<file path="src/sv/btpm_ram.sv">
// generic single write port ram with registered read
module btpm_ram #(
    parameter int WIDTH = 8,
    parameter int DEPTH = 16
) (
    input  logic                     i_clk,
    input  logic                     i_we,
    input  logic [$clog2(DEPTH)-1:0] i_waddr,
    input  logic [WIDTH-1:0]         i_wdata,
    input  logic [$clog2(DEPTH)-1:0] i_raddr,
    output logic [WIDTH-1:0]         o_rdata
);

    logic [WIDTH-1:0] r_mem [DEPTH];
    logic [WIDTH-1:0] r_rdata;

    always_ff @(posedge i_clk) begin
        if (i_we) begin
            r_mem[i_waddr] <= i_wdata;
        end
        r_rdata <= r_mem[i_raddr];
    end

    assign o_rdata = r_rdata;

endmodule

</file>
<file path="config.mk">
export PLATFORM = sky130hd
export DESIGN_NAME = btpm_ram
export DESIGN_NICKNAME = d
export VERILOG_FILES = /design/src/sv/btpm_ram.sv
export SDC_FILE = /design/constraint.sdc
export NUM_CORES = 1
export LEC_CHECK = 0
export BUFFER_PORTS_ARGS = -buffer_cell sky130_fd_sc_hd__buf_2
export CELL_PAD_IN_SITES_DETAIL_PLACEMENT = 1
export CELL_PAD_IN_SITES_GLOBAL_PLACEMENT = 1
export CORE_UTILIZATION = 53
export DETAILED_ROUTE_END_ITERATION = 12
export PLACE_DENSITY_LB_ADDON = 0.1
export REMOVE_ABC_BUFFERS = 1
export SYNTH_ARGS = -nofsm -noshare
export SYNTH_HDL_FRONTEND = slang
export SYNTH_SLANG_ARGS = --single-unit
export TNS_END_PERCENT = 5
</file>
<file path="constraint.sdc">
create_clock -name i_clk -period 2.1 [get_ports i_clk]
set_input_delay 0.315 -clock i_clk [delete_from_list [all_inputs] [get_ports i_clk]]
set_output_delay 0.315 -clock i_clk [all_outputs]
set_load 0.01 [all_outputs]
</file>
==> results.yml <==
drt:
  avgRoutedWirePerCell_um: 24.8
  first_iter_violations: 131
  num_vias: 2500
  avgViaCountPerCell: 5.87
  firstDrtPassIters: 4
  drc: 0
  ant_nets: 0
  routed_wl_um: 10600
synth:
  synth-async-reset-ratio_pct: 0
  synth_top_area_cell: "edfxtp_1"
  synthTopCellsByArea: "edfxtp_1 75%, mux4_2 7.9%, mux4_1 7.1%"
  synthesis.area_um2: 5150
  avgSynthCellArea_um2: 22.5
  synth_ff_type: "edfxtp_1"
  yosys.cell_count.top_type: "edfxtp_1"
  synth_compound_area_share_pct: 2.33
  yosys.area_share.simple_pct: 3.18
  synth_cell_type_count: 19
  ys_seq_area_share_pct: 77.8
  yosys_warnings: 0
  synth_edf_count: 128
  ys_ff_latch: 136
  synthCells: 229
  synth_commonest_cells: "128 x edfxtp_1, 18 x mux4_2, 16 x a22oi_1"
  synth.area.mux_share_pct: 15.0
  synth_fa_ha_area_share_pct: 0
  synth_top_area_share_pct: 74.7
  synth_top_family_by_area: "multiplexers"
  synth_xor_area_share_pct: 0
setup_path:
  critPathLaunchType: "flip-flop"
  worstPathMaxFanout: 1
  slowest_stage: "mux4_1"
  reg2reg_depth: 3
  arrival_ps: 1840
  crit_type: "flip-flop to flip-flop"
  cp.required_ps: 2490
  cp_cell_sequence: "mux4_1 > a22oi_1 > nand2_1"
  critPathCaptureType: "flip-flop"
  max_stage_delay_ps: 550
outcome:
  status: "completed"
clock_network:
  clk_pin_slew_ps: 60
  cts_tree: "done"
  cts_buffers: 17
  cts-root-buf: "clkbuf_8"
  clock_latency_ps: 510
  cts_sinks: 136
  htreeDepth: 4
  cts_resized: 0
  cts_setup_buffers: 0
  cts_buffer_depth: 2
  hold_buffers: 0
sta:
  slew_viol_final: 0
  clock_skew_ps: 6.24
  tightest_slew_ps: 420
  fmax_mhz: 690
  finalCritPeriodShare_pct: 69.1
  tns_ps: 0
  finalSetupViolations: 0
  grt_setup_unrepaired: "no"
  relSlewSlack_pct: 72.0
  hold_viol: 0
  fin_crit_ps: 1450
pwr:
  vdd_drop_max_uv: 509
  p_per_area_nw_per_um2: 1020
  p_leak_nw: 2.10
floorplan:
  dieArea_um2: 10100
  core_um2: 9330
  die_h_um: 101
  ios: 26
  start_util_pct: 55.2
  row_count: 35
  die_x_um: 101
flow_run:
  drv_cap: 0
placed_design:
  placedInstanceArea_um2: 5530
  dp_hpwl_um: 6340
  globalplace.congestion: 0.692
  io_buffers: 25
finish:
  stdcell_area_um2: 6120
  diodes: 0
  seq_area_um2: 4000
  finalNetCount: 302
  final_util_pct: 65.6
  fillers: 766
  syn2layout_area_growth_pct: 19.0
  multi_input_area_um2: 1060
  drive_gt1_share_pct: 32.3
grt:
  grt_use_total_pct: 23.6
  grt_pass1_wl_um: 15900
  grt_overflow: 0
  antenna_found_initial: 1
  grt_pass1_vias: 2656
  grt_max_degree: 33
worst_hold_path:
  holdPathStages: 1
  min_path_type: "primary input to flip-flop"
==> registers in the layout, indices dropped and copies added, names as in the netlist <==
signal	flops
r_mem	128
o_rdata	8
==> power by group <==
part           internal, W  leakage, nW  switching, W
Sequential         0.00304         1.22     0.0000212
Combinational     0.000124        0.590      0.000164
Clock              0.00181        0.281       0.00111
Total              0.00497         2.10       0.00129
==> cell usage in the layout (no fill, tap or decap) <==
cell type     n
edfxtp_1    128
buf_2        25
buf_4        19
mux4_2       18
a22oi_1      16
clkbuf_16    16
mux4_1       14
nor2_1       13
nand2_1       9
dfxtp_1       8
clkinv_4      5
nor3_1        4
bufinv_16     3
clkinvlp_4    3
nand3b_1      2
nand2b_1      2
clkinv_2      2
buf_12        2
nor2b_1       1
and2_1        1
and2b_1       1
nand3_1       1
or3b_2        1
clkbuf_8      1
clkbuf_1      1
inv_6         1
==> stage by stage <==
stage	cells	hold slack, ps	worst slack, ps	total power (W)
2_1_floorplan	219	414	292	0.00323
3_3_place_gp	394	651	305	0.00339
3_5_place_dp	394	670	235	0.00340
4_1_cts	426	168	635	0.00634
5_1_grt	426	180	614	0.00643
6_report	426	190	650	0.00627
==> area by class of cell <==
cell class | instances | area share [%]
Clock buffer | 18 | 6.82
Clock inverter | 14 | 2.86
Multi-Input combinational cell | 83 | 17.3
Sequential cell | 136 | 65.4
Tap cell | 129 | 2.64
Timing Repair Buffer | 46 | 5.03
==> final timing paths <==
| path | startpoint | to | slack, ps |
|---|---|---|---|
| setup / recovery | r_mem[1][2]$_DFFE_PP_ | o_rdata[2]$_DFF_P_ | 650 |
| hold reg to reg | r_mem[8][5]$_DFFE_PP_ | o_rdata[5]$_DFF_P_ | 680 |
| setup reg to reg | r_mem[1][2]$_DFFE_PP_ | o_rdata[2]$_DFF_P_ | 650 |
| hold / removal | i_wdata[5] | r_mem[5][5]$_DFFE_PP_ | 190 |
==> metal layers <==
layer / wire, µm / GRT usage, %
met3: 586 / 7.49
met4: 147 / 8.25
met2: 5370 / 37.1
met1: 4460 / 31.7
met5: 8 / 0
==> cell families (layout without fill, tap and decap cells) <==
group | Yosys count | count (layout)
DFF | 136 | 136
and+or+nand+nor | 35 | 35
muxes | 32 | 32
AOI/OAI and AO/OA | 16 | 16
buffers and inverters | 10 | 78
==> worst max-delay path: cells and delay by family (launching register included) <==
family / cells / cell delay [ps]
AND/OR/NAND/NOR: 1 / 110
multiplexers: 1 / 550
AO/OA/AOI/OAI: 1 / 270
flip-flops: 1 / 400
(Power assumes the default switching activity.)
