### config.mk
export PLATFORM = sky130hd
export DESIGN_NAME = btpm_ctrl
export DESIGN_NICKNAME = d
export VERILOG_FILES = /design/src/sv/btpm_pkg.sv /design/src/sv/btpm_ctrl.sv
export SDC_FILE = /design/constraint.sdc
export NUM_CORES = 1
export LEC_CHECK = 0
export ABC_AREA = 1
export BUFFER_PORTS_ARGS = -buffer_cell sky130_fd_sc_hd__buf_2
export CAP_MARGIN = 25
export CORE_UTILIZATION = 55
export DETAILED_ROUTE_END_ITERATION = 8
export PLACE_DENSITY_LB_ADDON = 0.1
export SYNTH_ARGS = -nofsm -noshare
export SYNTH_HDL_FRONTEND = slang
export SYNTH_SLANG_ARGS = --single-unit
### constraint.sdc
create_clock -name i_clk -period 14.95 [get_ports i_clk]
set_input_delay 1.495 -clock i_clk [delete_from_list [all_inputs] [get_ports i_clk]]
set_output_delay 1.495 -clock i_clk [all_outputs]
set_load 0.01 [all_outputs]
### src/sv/btpm_pkg.sv
// shared types and constants of the binary trie prefix match block
package btpm_pkg;

    // field widths fixed by the interface
    localparam int ACT_W    = 2;
    localparam int ADDR_W   = 128;
    localparam int HALF_W   = 64;
    localparam int LEN_W    = 8;
    localparam int PEER_W   = 16;
    localparam int STAT_W   = 2;
    localparam int TOTAL_W  = 13;
    localparam int MAXB_W   = 8;

    localparam logic [MAXB_W-1:0] ADDR_LEN_RST = 8'd32;

    // operation codes
    localparam logic [ACT_W-1:0] OP_INSERT = 2'd0;
    localparam logic [ACT_W-1:0] OP_LOOKUP = 2'd1;
    localparam logic [ACT_W-1:0] OP_REMOVE = 2'd2;
    localparam logic [ACT_W-1:0] OP_CLEAR  = 2'd3;

    // status codes
    localparam logic [STAT_W-1:0] ST_OK       = 2'd0;
    localparam logic [STAT_W-1:0] ST_BAD_ARG  = 2'd1;
    localparam logic [STAT_W-1:0] ST_NO_ENTRY = 2'd2;
    localparam logic [STAT_W-1:0] ST_NO_NODES = 2'd3;

    typedef struct packed {
        logic [STAT_W-1:0]  status;
        logic [PEER_W-1:0]  match_peer;
        logic [TOTAL_W-1:0] entry_total;
    } t_result;

endpackage

### src/sv/btpm_ctrl.sv
// trie walk sequencer: node reads, allocation and write back
module btpm_ctrl #(
    parameter int NODE_COUNT = 4096,
    parameter int PEER_BITS  = 16,
    parameter int ADDR_BITS  = 128,
    parameter int IDX_W      = $clog2(NODE_COUNT),
    parameter int NODE_W     = PEER_BITS + 2 * IDX_W
) (
    input  logic                          i_clk,
    input  logic                          i_rst_n,
    input  logic                          i_start,
    input  logic [btpm_pkg::ACT_W-1:0]    i_action,
    input  logic [btpm_pkg::HALF_W-1:0]   i_address_high,
    input  logic [btpm_pkg::HALF_W-1:0]   i_address_low,
    input  logic [btpm_pkg::LEN_W-1:0]    i_prefix_length,
    input  logic [btpm_pkg::PEER_W-1:0]   i_peer_id,
    input  logic [btpm_pkg::MAXB_W-1:0]   i_addr_len,
    input  logic                          i_out_free,
    output logic                          o_busy,
    output logic                          o_done,
    output btpm_pkg::t_result             o_result,
    output logic                          o_mem_we,
    output logic [IDX_W-1:0]              o_mem_waddr,
    output logic [NODE_W-1:0]             o_mem_wdata,
    output logic [IDX_W-1:0]              o_mem_raddr,
    input  logic [NODE_W-1:0]             i_mem_rdata
);

    localparam int CNT_W = $clog2(NODE_COUNT + 1);

    localparam logic [2:0] S_IDLE   = 3'd0;
    localparam logic [2:0] S_START  = 3'd1;
    localparam logic [2:0] S_WALK   = 3'd2;
    localparam logic [2:0] S_CREATE = 3'd3;
    localparam logic [2:0] S_DONE   = 3'd4;

    localparam logic [btpm_pkg::LEN_W-1:0] ADDR_LIM = btpm_pkg::LEN_W'(ADDR_BITS);

    logic [2:0]                     r_state, n_state;
    logic [btpm_pkg::ACT_W-1:0]     r_op, n_op;
    logic [btpm_pkg::ADDR_W-1:0]    r_addr, n_addr;
    logic [btpm_pkg::LEN_W-1:0]     r_len, n_len;
    logic [btpm_pkg::LEN_W-1:0]     r_lim, n_lim;
    logic [btpm_pkg::LEN_W-1:0]     r_idx, n_idx;
    logic [PEER_BITS-1:0]           r_peer, n_peer;
    logic [PEER_BITS-1:0]           r_best, n_best;
    logic [IDX_W-1:0]               r_node, n_node;
    logic [NODE_W-1:0]              r_cur, n_cur;
    logic [btpm_pkg::STAT_W-1:0]    r_status, n_status;
    logic [CNT_W-1:0]               r_used, n_used;
    logic [CNT_W-1:0]               r_entry, n_entry;

    logic [31:0]                    w_peer_ext;
    logic [31:0]                    w_best_ext;
    logic [31:0]                    w_entry_ext;
    logic                           w_bit;
    logic [PEER_BITS-1:0]           w_q_peer;
    logic [IDX_W-1:0]               w_q_child;
    logic [PEER_BITS-1:0]           w_cur_peer;
    logic [IDX_W-1:0]               w_new_idx;
    logic [btpm_pkg::LEN_W-1:0]     w_target;

    assign w_peer_ext  = 32'(i_peer_id);
    assign w_best_ext  = 32'(r_best);
    assign w_entry_ext = 32'(r_entry);
    assign w_bit       = r_addr[btpm_pkg::ADDR_W-1];
    assign w_q_peer    = i_mem_rdata[NODE_W-1 -: PEER_BITS];
    assign w_q_child   = w_bit ? i_mem_rdata[2*IDX_W-1 -: IDX_W] : i_mem_rdata[IDX_W-1:0];
    assign w_cur_peer  = r_cur[NODE_W-1 -: PEER_BITS];
    assign w_new_idx   = r_used[IDX_W-1:0];
    assign w_target    = (r_op == btpm_pkg::OP_LOOKUP) ? r_lim : r_len;

    always_comb begin
        n_state     = r_state;
        n_op        = r_op;
        n_addr      = r_addr;
        n_len       = r_len;
        n_lim       = r_lim;
        n_idx       = r_idx;
        n_peer      = r_peer;
        n_best      = r_best;
        n_node      = r_node;
        n_cur       = r_cur;
        n_status    = r_status;
        n_used      = r_used;
        n_entry     = r_entry;
        o_done      = 1'b0;
        o_mem_we    = 1'b0;
        o_mem_waddr = r_node;
        o_mem_wdata = r_cur;
        o_mem_raddr = '0;

        unique case (r_state)
            S_IDLE: begin
                if (i_start) begin
                    n_op     = i_action;
                    n_addr   = {i_address_high, i_address_low};
                    n_len    = i_prefix_length;
                    n_lim    = (i_addr_len > ADDR_LIM) ? ADDR_LIM : i_addr_len;
                    n_peer   = w_peer_ext[PEER_BITS-1:0];
                    n_idx    = '0;
                    n_node   = '0;
                    n_best   = '0;
                    n_status = btpm_pkg::ST_OK;
                    n_state  = S_START;
                end
            end
            S_START: begin
                // root read is issued here, data arrives in the walk state
                o_mem_raddr = '0;
                unique case (r_op)
                    btpm_pkg::OP_INSERT: begin
                        if (r_peer == '0 || r_len > r_lim) begin
                            n_status = btpm_pkg::ST_BAD_ARG;
                            n_state  = S_DONE;
                        end else if (r_used == '0) begin
                            n_used  = CNT_W'(1);
                            n_node  = '0;
                            n_cur   = '0;
                            n_state = S_CREATE;
                        end else begin
                            n_state = S_WALK;
                        end
                    end
                    btpm_pkg::OP_LOOKUP: begin
                        n_state = (r_used == '0) ? S_DONE : S_WALK;
                    end
                    btpm_pkg::OP_REMOVE: begin
                        if (r_len > r_lim) begin
                            n_status = btpm_pkg::ST_BAD_ARG;
                            n_state  = S_DONE;
                        end else if (r_used == '0) begin
                            n_status = btpm_pkg::ST_NO_ENTRY;
                            n_state  = S_DONE;
                        end else begin
                            n_state = S_WALK;
                        end
                    end
                    default: begin
                        n_used  = '0;
                        n_entry = '0;
                        n_state = S_DONE;
                    end
                endcase
            end
            S_WALK: begin
                // ram output holds node r_node
                if (r_op == btpm_pkg::OP_LOOKUP && w_q_peer != '0) begin
                    n_best = w_q_peer;
                end
                if (r_idx < w_target) begin
                    if (w_q_child != '0) begin
                        o_mem_raddr = w_q_child;
                        n_node      = w_q_child;
                        n_idx       = r_idx + 1'b1;
                        n_addr      = r_addr << 1;
                    end else begin
                        unique case (r_op)
                            btpm_pkg::OP_INSERT: begin
                                n_cur   = i_mem_rdata;
                                n_state = S_CREATE;
                            end
                            btpm_pkg::OP_REMOVE: begin
                                n_status = btpm_pkg::ST_NO_ENTRY;
                                n_state  = S_DONE;
                            end
                            default: begin
                                n_state = S_DONE;
                            end
                        endcase
                    end
                end else begin
                    n_state = S_DONE;
                    unique case (r_op)
                        btpm_pkg::OP_INSERT: begin
                            o_mem_we    = 1'b1;
                            o_mem_wdata = {r_peer, i_mem_rdata[2*IDX_W-1:0]};
                            if (w_q_peer == '0) begin
                                n_entry = r_entry + 1'b1;
                            end
                        end
                        btpm_pkg::OP_REMOVE: begin
                            if (w_q_peer == '0) begin
                                n_status = btpm_pkg::ST_NO_ENTRY;
                            end else begin
                                o_mem_we    = 1'b1;
                                o_mem_wdata = {{PEER_BITS{1'b0}}, i_mem_rdata[2*IDX_W-1:0]};
                                if (r_entry != '0) begin
                                    n_entry = r_entry - 1'b1;
                                end
                            end
                        end
                        default: begin
                        end
                    endcase
                end
            end
            S_CREATE: begin
                // r_cur holds the contents of r_node and is written back in every create step
                o_mem_we = 1'b1;
                if (r_idx < r_len) begin
                    if (r_used >= CNT_W'(NODE_COUNT)) begin
                        n_status = btpm_pkg::ST_NO_NODES;
                        n_state  = S_DONE;
                    end else begin
                        if (w_bit) begin
                            o_mem_wdata = {r_cur[NODE_W-1:2*IDX_W], w_new_idx,
                                           r_cur[IDX_W-1:0]};
                        end else begin
                            o_mem_wdata = {r_cur[NODE_W-1:IDX_W], w_new_idx};
                        end
                        n_used = r_used + 1'b1;
                        n_node = w_new_idx;
                        n_cur  = '0;
                        n_idx  = r_idx + 1'b1;
                        n_addr = r_addr << 1;
                    end
                end else begin
                    o_mem_wdata = {r_peer, r_cur[2*IDX_W-1:0]};
                    if (w_cur_peer == '0) begin
                        n_entry = r_entry + 1'b1;
                    end
                    n_state = S_DONE;
                end
            end
            S_DONE: begin
                if (i_out_free) begin
                    o_done  = 1'b1;
                    n_state = S_IDLE;
                end
            end
            default: begin
                n_state = S_IDLE;
            end
        endcase
    end

    always_ff @(posedge i_clk) begin
        if (!i_rst_n) begin
            r_state <= S_IDLE;
            r_used  <= '0;
            r_entry <= '0;
        end else begin
            r_state <= n_state;
            r_used  <= n_used;
            r_entry <= n_entry;
        end
        r_op     <= n_op;
        r_addr   <= n_addr;
        r_len    <= n_len;
        r_lim    <= n_lim;
        r_idx    <= n_idx;
        r_peer   <= n_peer;
        r_best   <= n_best;
        r_node   <= n_node;
        r_cur    <= n_cur;
        r_status <= n_status;
    end

    assign o_busy               = (r_state != S_IDLE);
    assign o_result.status      = r_status;
    assign o_result.match_peer  = w_best_ext[btpm_pkg::PEER_W-1:0];
    assign o_result.entry_total = w_entry_ext[btpm_pkg::TOTAL_W-1:0];

endmodule

==> impl_metrics.toml, run 1 <==
[run_status]
status = "finished, final reports clean"

[die]
die_h_um = 164
boundaryPins = 304
die_w_um = 164
row_count = 59
start_util = 0.559
die_area_um2 = 27000
core_um2 = 25900

[place]
port_buffers = 303
gp_congestion = 0.920
dp_hpwl_um = 26800

[clocking]
cts_root_buf = "clkbuf_16"
cts_buffers = 29
cts_buffer_depth = 3
cts_resized = 0
cts.sinks = 269
cts_setup_buffers = 0
tritoncts = "done"
path_clk_slew_ns = 0.06
hold_buffers = 0
h-tree-depth = 1
insertion_delay_ns = 0.56

[layout]
final_cell_mix = "705 x nand2_1, 303 x buf_2, 240 x edfxtp_1"
drive_gt1_frac = 0.186
final_net_count = 2270
mostFrequentLayoutCell = "nand2_1"
post-route-util = 0.663
area.growth.synth_to_final_pct = 18.6

[run]
cap_violations = 0

[timing]
rsz0062_at_grt = "false"
clock.fmax_mhz = 169
post-route-min-period_ns = 5.92
final.setup.tns_ns = 0
drv_slew = 0
worstMarginPinSlew_ns = 0.879
post-route-period-util = 0.396
maxSlewHeadroom = 0.414
skew_ns = 0.0150
setup_violations = 0
hold_viol = 0

[detailed_routing]
viasPerCell = 5.34
vias = 12800
final_antenna_net_count = 0
drt_iter0_drc = 1257
drtPass1Iterations = 6
remaining_drc_errors = 0
wl_um = 38400
wl_per_cell_um = 16.1

[power_and_ir_drop]
fin_total_pwr_mw = 2.97
leakage_nw = 7.93
internal_power_mw = 1.87
peakVddDrop_mv = 0.138
switching_power_mw = 1.10
power_density_nw_per_um2 = 173
pwr-share-seq = 0.442
power.share.clock = 0.233
comb_power_share = 0.326
switching_share = 0.370

[worst_setup_path]
crit_chain = "inv_1 -> ha_1 -> o21ai_0 -> ha_1 -> a21oi_1 -> nor2_1 -> a211oi_1 -> nand2_1 -> inv_2 -> nand2_2 -> inv_2 -> nand2_1 -> nand4_1 -> buf_2"
slowest_stage = "nand2_1"
arrival_ns = 4.42
crit_required_ns = 13.46
cp_max_fo = 22
criticalPathCategory = "flop to output port"
cp-start-kind = "flop"
critPathCaptureType = "output port"
critPathMaxStageDelay_ns = 0.55

[synthesis]
seq_area_frac_synth = 0.538
synth_edf_count = 240
avgSynthCellArea_um2 = 8.22
yosys.area.top_type_share = 0.498
synthArstFlopShare = 0
syn_nets = 1999
synth_top_flop_cell = "edfxtp_1"
synth_area_leaders = "edfxtp_1 50%, nand2_1 18%, dfxtp_1 4.0%, inv_1 4.0%, nor2_1 3.9%"
ys_seq_elements = 269
synth_warnings = 0
synth.cell_area_um2 = 14500
synthDistinctLibCells = 42
syn_inst = 1761
synth_top_area_cell = "edfxtp_1"

[global_route]
track_usage = 0.280
grt_max_degree = 92
antenna_found_initial = 7
grt_overflow = 0
grt_pass1_vias = 11800
grt_pass1_wl_um = 59400

[min_path]
hold_class = "flop to flop"
-- Yosys cell counts, types with 7 or more instances --
master and instances:
edfxtp_1 240, buf_2 17, nand2_1 705, xor2_1 21
inv_1 154, dfxtp_1 29, o21ai_0 107, nand3_1 62
a21oi_1 39, nand4_1 47, nor3_1 12, clkbuf_1 51
o211ai_1 19, ha_1 32, o22ai_1 12, inv_2 7
nor4_1 9, nor2_1 152
-- critical path: cells and delay by family, from the launching register on --
family	cells	cell delay [ns]
AND/OR/NAND/NOR	5	1.09
buffers and inverters	4	0.85
adder cells (fa/ha/maj)	2	0.81
AO/OA/AOI/OAI	3	0.67
flip-flops	1	0.42
-- metrics by stage --
| stage | instance area [um^2] | setup slack [ns] | hold slack (ns) | std cells |
|---|---|---|---|---|
| 6_report | 17200 | 9.03 | 0.498 | 2392 |
| 5_1_grt | 17200 | 8.52 | 0.523 | 2392 |
| 4_1_cts | 17100 | 9.05 | 0.498 | 2387 |
| 3_5_place_dp | 16200 | 9.63 | 0.489 | 2334 |
| 3_3_place_gp | 16200 | 9.84 | 0.473 | 2334 |
| 2_1_floorplan | 14500 | 2.02 | 0.465 | 1761 |
-- layer usage --
metal / routed length (um) / global-route usage
met5: 55 / 0
met3: 3230 / 0.0535
met1: 15800 / 0.371
met4: 1020 / 0.0951
met2: 18300 / 0.462
-- power groups by stage --
stage / logic, mW / registers, mW / clock network (mW)
CTS: 0.947 / 1.31 / 0.701
global placement: 0.923 / 1.32 / 0
global route: 1.08 / 1.34 / 0.728
detailed placement: 0.943 / 1.32 / 0
floorplan: 0.636 / 1.37 / 0
finish: 0.967 / 1.31 / 0.690
-- sequential cells by signal, summed over array words and instances, names as in the netlist --
name,cells
r_len,8
r_best,16
r_entry,13
r_state,3
r_idx,8
o_mem_waddr,12
r_used,13
r_status,2
r_op,2
r_peer,16
r_cur,40
r_lim,8
r_addr,128
-- cells by family after synthesis --
kind of cell / after synthesis / synth area share
AOI/OAI and AO/OA: 195 / 0.0741
xor gates and xnor gates: 22 / 0.0133
adders and majority gates: 32 / 0.0277
buffers and inverters: 240 / 0.0654
DFF: 269 / 0.538
and+or+nand+nor: 1003 / 0.282
-- path summary, 6_finish.rpt --
check	startpoint	end	slack, ns	cells past startpoint
min	r_used[3]	r_used[3]	0.50	2
max	r_op[1]	o_mem_wdata[7]	9.03	14
max reg2reg	r_op[1]	r_addr[117]	9.99	14
min reg2reg	r_used[3]	r_used[3]	0.50	2
-- area by class of cell --
class,count,area (um^2)
antenna,3,7.51
tap,335,419
multi-input combinational,1252,5780
clock inverter,11,93.8
fill,2247,8740
timing repair buffer,318,1660
sequential,269,7790
inverter,162,613
clock buffer,42,815
No activity file was read; power rests on OpenSTA's default activity.
==> inputs of run 2 (changes only) <==
==> constraint.sdc (replaced) <==
create_clock -name i_clk -period 5.88 [get_ports i_clk]
set_input_delay 0.588 -clock i_clk [delete_from_list [all_inputs] [get_ports i_clk]]
set_output_delay 0.588 -clock i_clk [all_outputs]
set_load 0.01 [all_outputs]
==> run 2 against run 1 <==
Effect of this change:
- global-route usage rose by 0.085 points
- sequential power grew to 2.5 times the previous value
- clock-buffer cell count down 1
- die area unchanged
- wire length grew 0.42%
- largest power group unchanged
- largest cell class unchanged
- via count up 0.94%
- setup slack lost 7.9 ns
- utilization grew 0.57 points
==> impl_metrics.toml, run 2 (synthesis gave the netlist of run 1 again) <==
[worst_setup_path]
arrival_ns = 4.15
path_delay_family = "simple AND/OR/NAND/NOR gates"
slowest_stage = "nand2_1"
cp_common_cell = "nand2_1"
cp-start-kind = "flop"
critPathCaptureType = "output port"
critPathMaxStageDelay_ns = 0.51
criticalPathCategory = "flop to output port"
crit_buf_inv = 4
cp_max_fo = 22
crit_required_ns = 5.29
crit_chain = "inv_1 -> ha_2 -> nand2_1 -> o21ai_1 -> ha_1 -> a21oi_1 -> nor2_1 -> a211oi_2 -> nand2_1 -> inv_2 -> nand2_2 -> inv_2 -> nand2_1 -> nand4_1 -> buf_2"

[detailed_routing]
remaining_drc_errors = 0
final_antenna_net_count = 0
drtPass1Iterations = 6
viasPerCell = 5.39
vias = 12900
wl_per_cell_um = 16.1
drt_iter0_drc = 1330
wl_um = 38600

[clocking]
path_clk_slew_ns = 0.06
tritoncts = "done"
hold_buffers = 0
cts.sinks = 269
insertion_delay_ns = 0.55
cts_resized = 0
cts_root_buf = "clkbuf_16"
h-tree-depth = 1
cts_buffers = 30
cts_buffer_depth = 3
cts_setup_buffers = 0

[power_and_ir_drop]
switching_power_mw = 2.82
internal_power_mw = 4.95
power_density_nw_per_um2 = 449
power.share.clock = 0.253
comb_power_share = 0.317
peakVddDrop_mv = 0.470
pwr-share-seq = 0.429
switching_share = 0.363
leakage_nw = 7.98

[timing]
post-route-min-period_ns = 4.74
rsz0062_at_grt = "false"
hold_viol = 0
whs_ns = 0.210
post-route-period-util = 0.806
maxSlewHeadroom = 0.384
drv_slew = 0
worstMarginPinSlew_ns = 0.925
final.setup.tns_ns = 0
setup_violations = 0
clock.fmax_mhz = 211
skew_ns = 0.0197

[layout]
area.growth.synth_to_final_pct = 19.6
finalInstanceArea_um2 = 17300
post-route-util = 0.669
final_net_count = 2268
seq_area_um2 = 7790
top_regs = "r_addr (128), r_cur (40)"
largest_reg_flops = 128
mostFrequentLayoutCell = "nand2_1"
final_cell_mix = "703 x nand2_1, 303 x buf_2, 240 x edfxtp_1"
drive_gt1_frac = 0.188
multiInputGateArea_um2 = 5800
fill_cells = 2156
regMostFlops = "r_addr"

[die]
die_w_um = 164
start_util = 0.559
die_h_um = 164
row_count = 59
boundaryPins = 304
core_um2 = 25900
die_area_um2 = 27000

[run]
cap_violations = 0

[place]
placed_area_um2 = 16200
port_buffers = 303
gp_congestion = 0.924
dp_hpwl_um = 26600

[min_path]
hold_class = "primary input to flop"

[run_status]
status = "finished, final reports clean"

[global_route]
grt_pass1_vias = 11800
grt_overflow = 0
antenna_found_initial = 3
grt_max_degree = 137
track_usage = 0.281
grt_pass1_wl_um = 59700
-- run 2: final cells by class --
class                      count  share of cell area
clock buffer                  41              0.0500
timing repair buffer         315              0.0953
antenna                        3            0.000433
sequential                   269               0.450
clock inverter                15              0.0103
multi-input combinational   1252               0.335
tap                          335              0.0242
inverter                     162              0.0354
-- run 2: power by group through the flow --
stage               clock, mW  sequential (mW)  combinational (mW)
finish                   1.97             3.34                2.47
global route             2.07             3.40                2.76
CTS                      2.00             3.33                2.45
detailed placement          0             3.36                2.43
global placement            0             3.34                2.38
floorplan                   0             3.34                1.64
-- run 2: final timing paths --
path               start         endpoint  slack (ns)  cells past startpoint
max              r_op[1]  o_mem_wdata[22]        1.14                     15
min          i_action[1]          r_op[1]        0.21                      1
max reg2reg      r_op[1]         r_idx[6]        1.79                     13
min reg2reg    r_used[2]        r_used[2]        0.50                      2
-- run 2: per-layer routing --
metal,global-route usage,wire (um),vias to the layer above
met5,0,0,-
met4,0.114,1350,0
met3,0.0427,2850,89
met2,0.459,18200,554
met1,0.376,16200,5914
li1,-,-,6339
-- run 2: stage by stage --
stage / total power, mW / cells / worst slack, ns
detailed placement: 5.79 / 2331 / 1.80
CTS: 7.77 / 2387 / 1.17
global route: 8.23 / 2391 / 0.765
finish: 7.77 / 2392 / 1.14
floorplan: 4.99 / 1761 / -0.0678
global placement: 5.72 / 2331 / 1.93
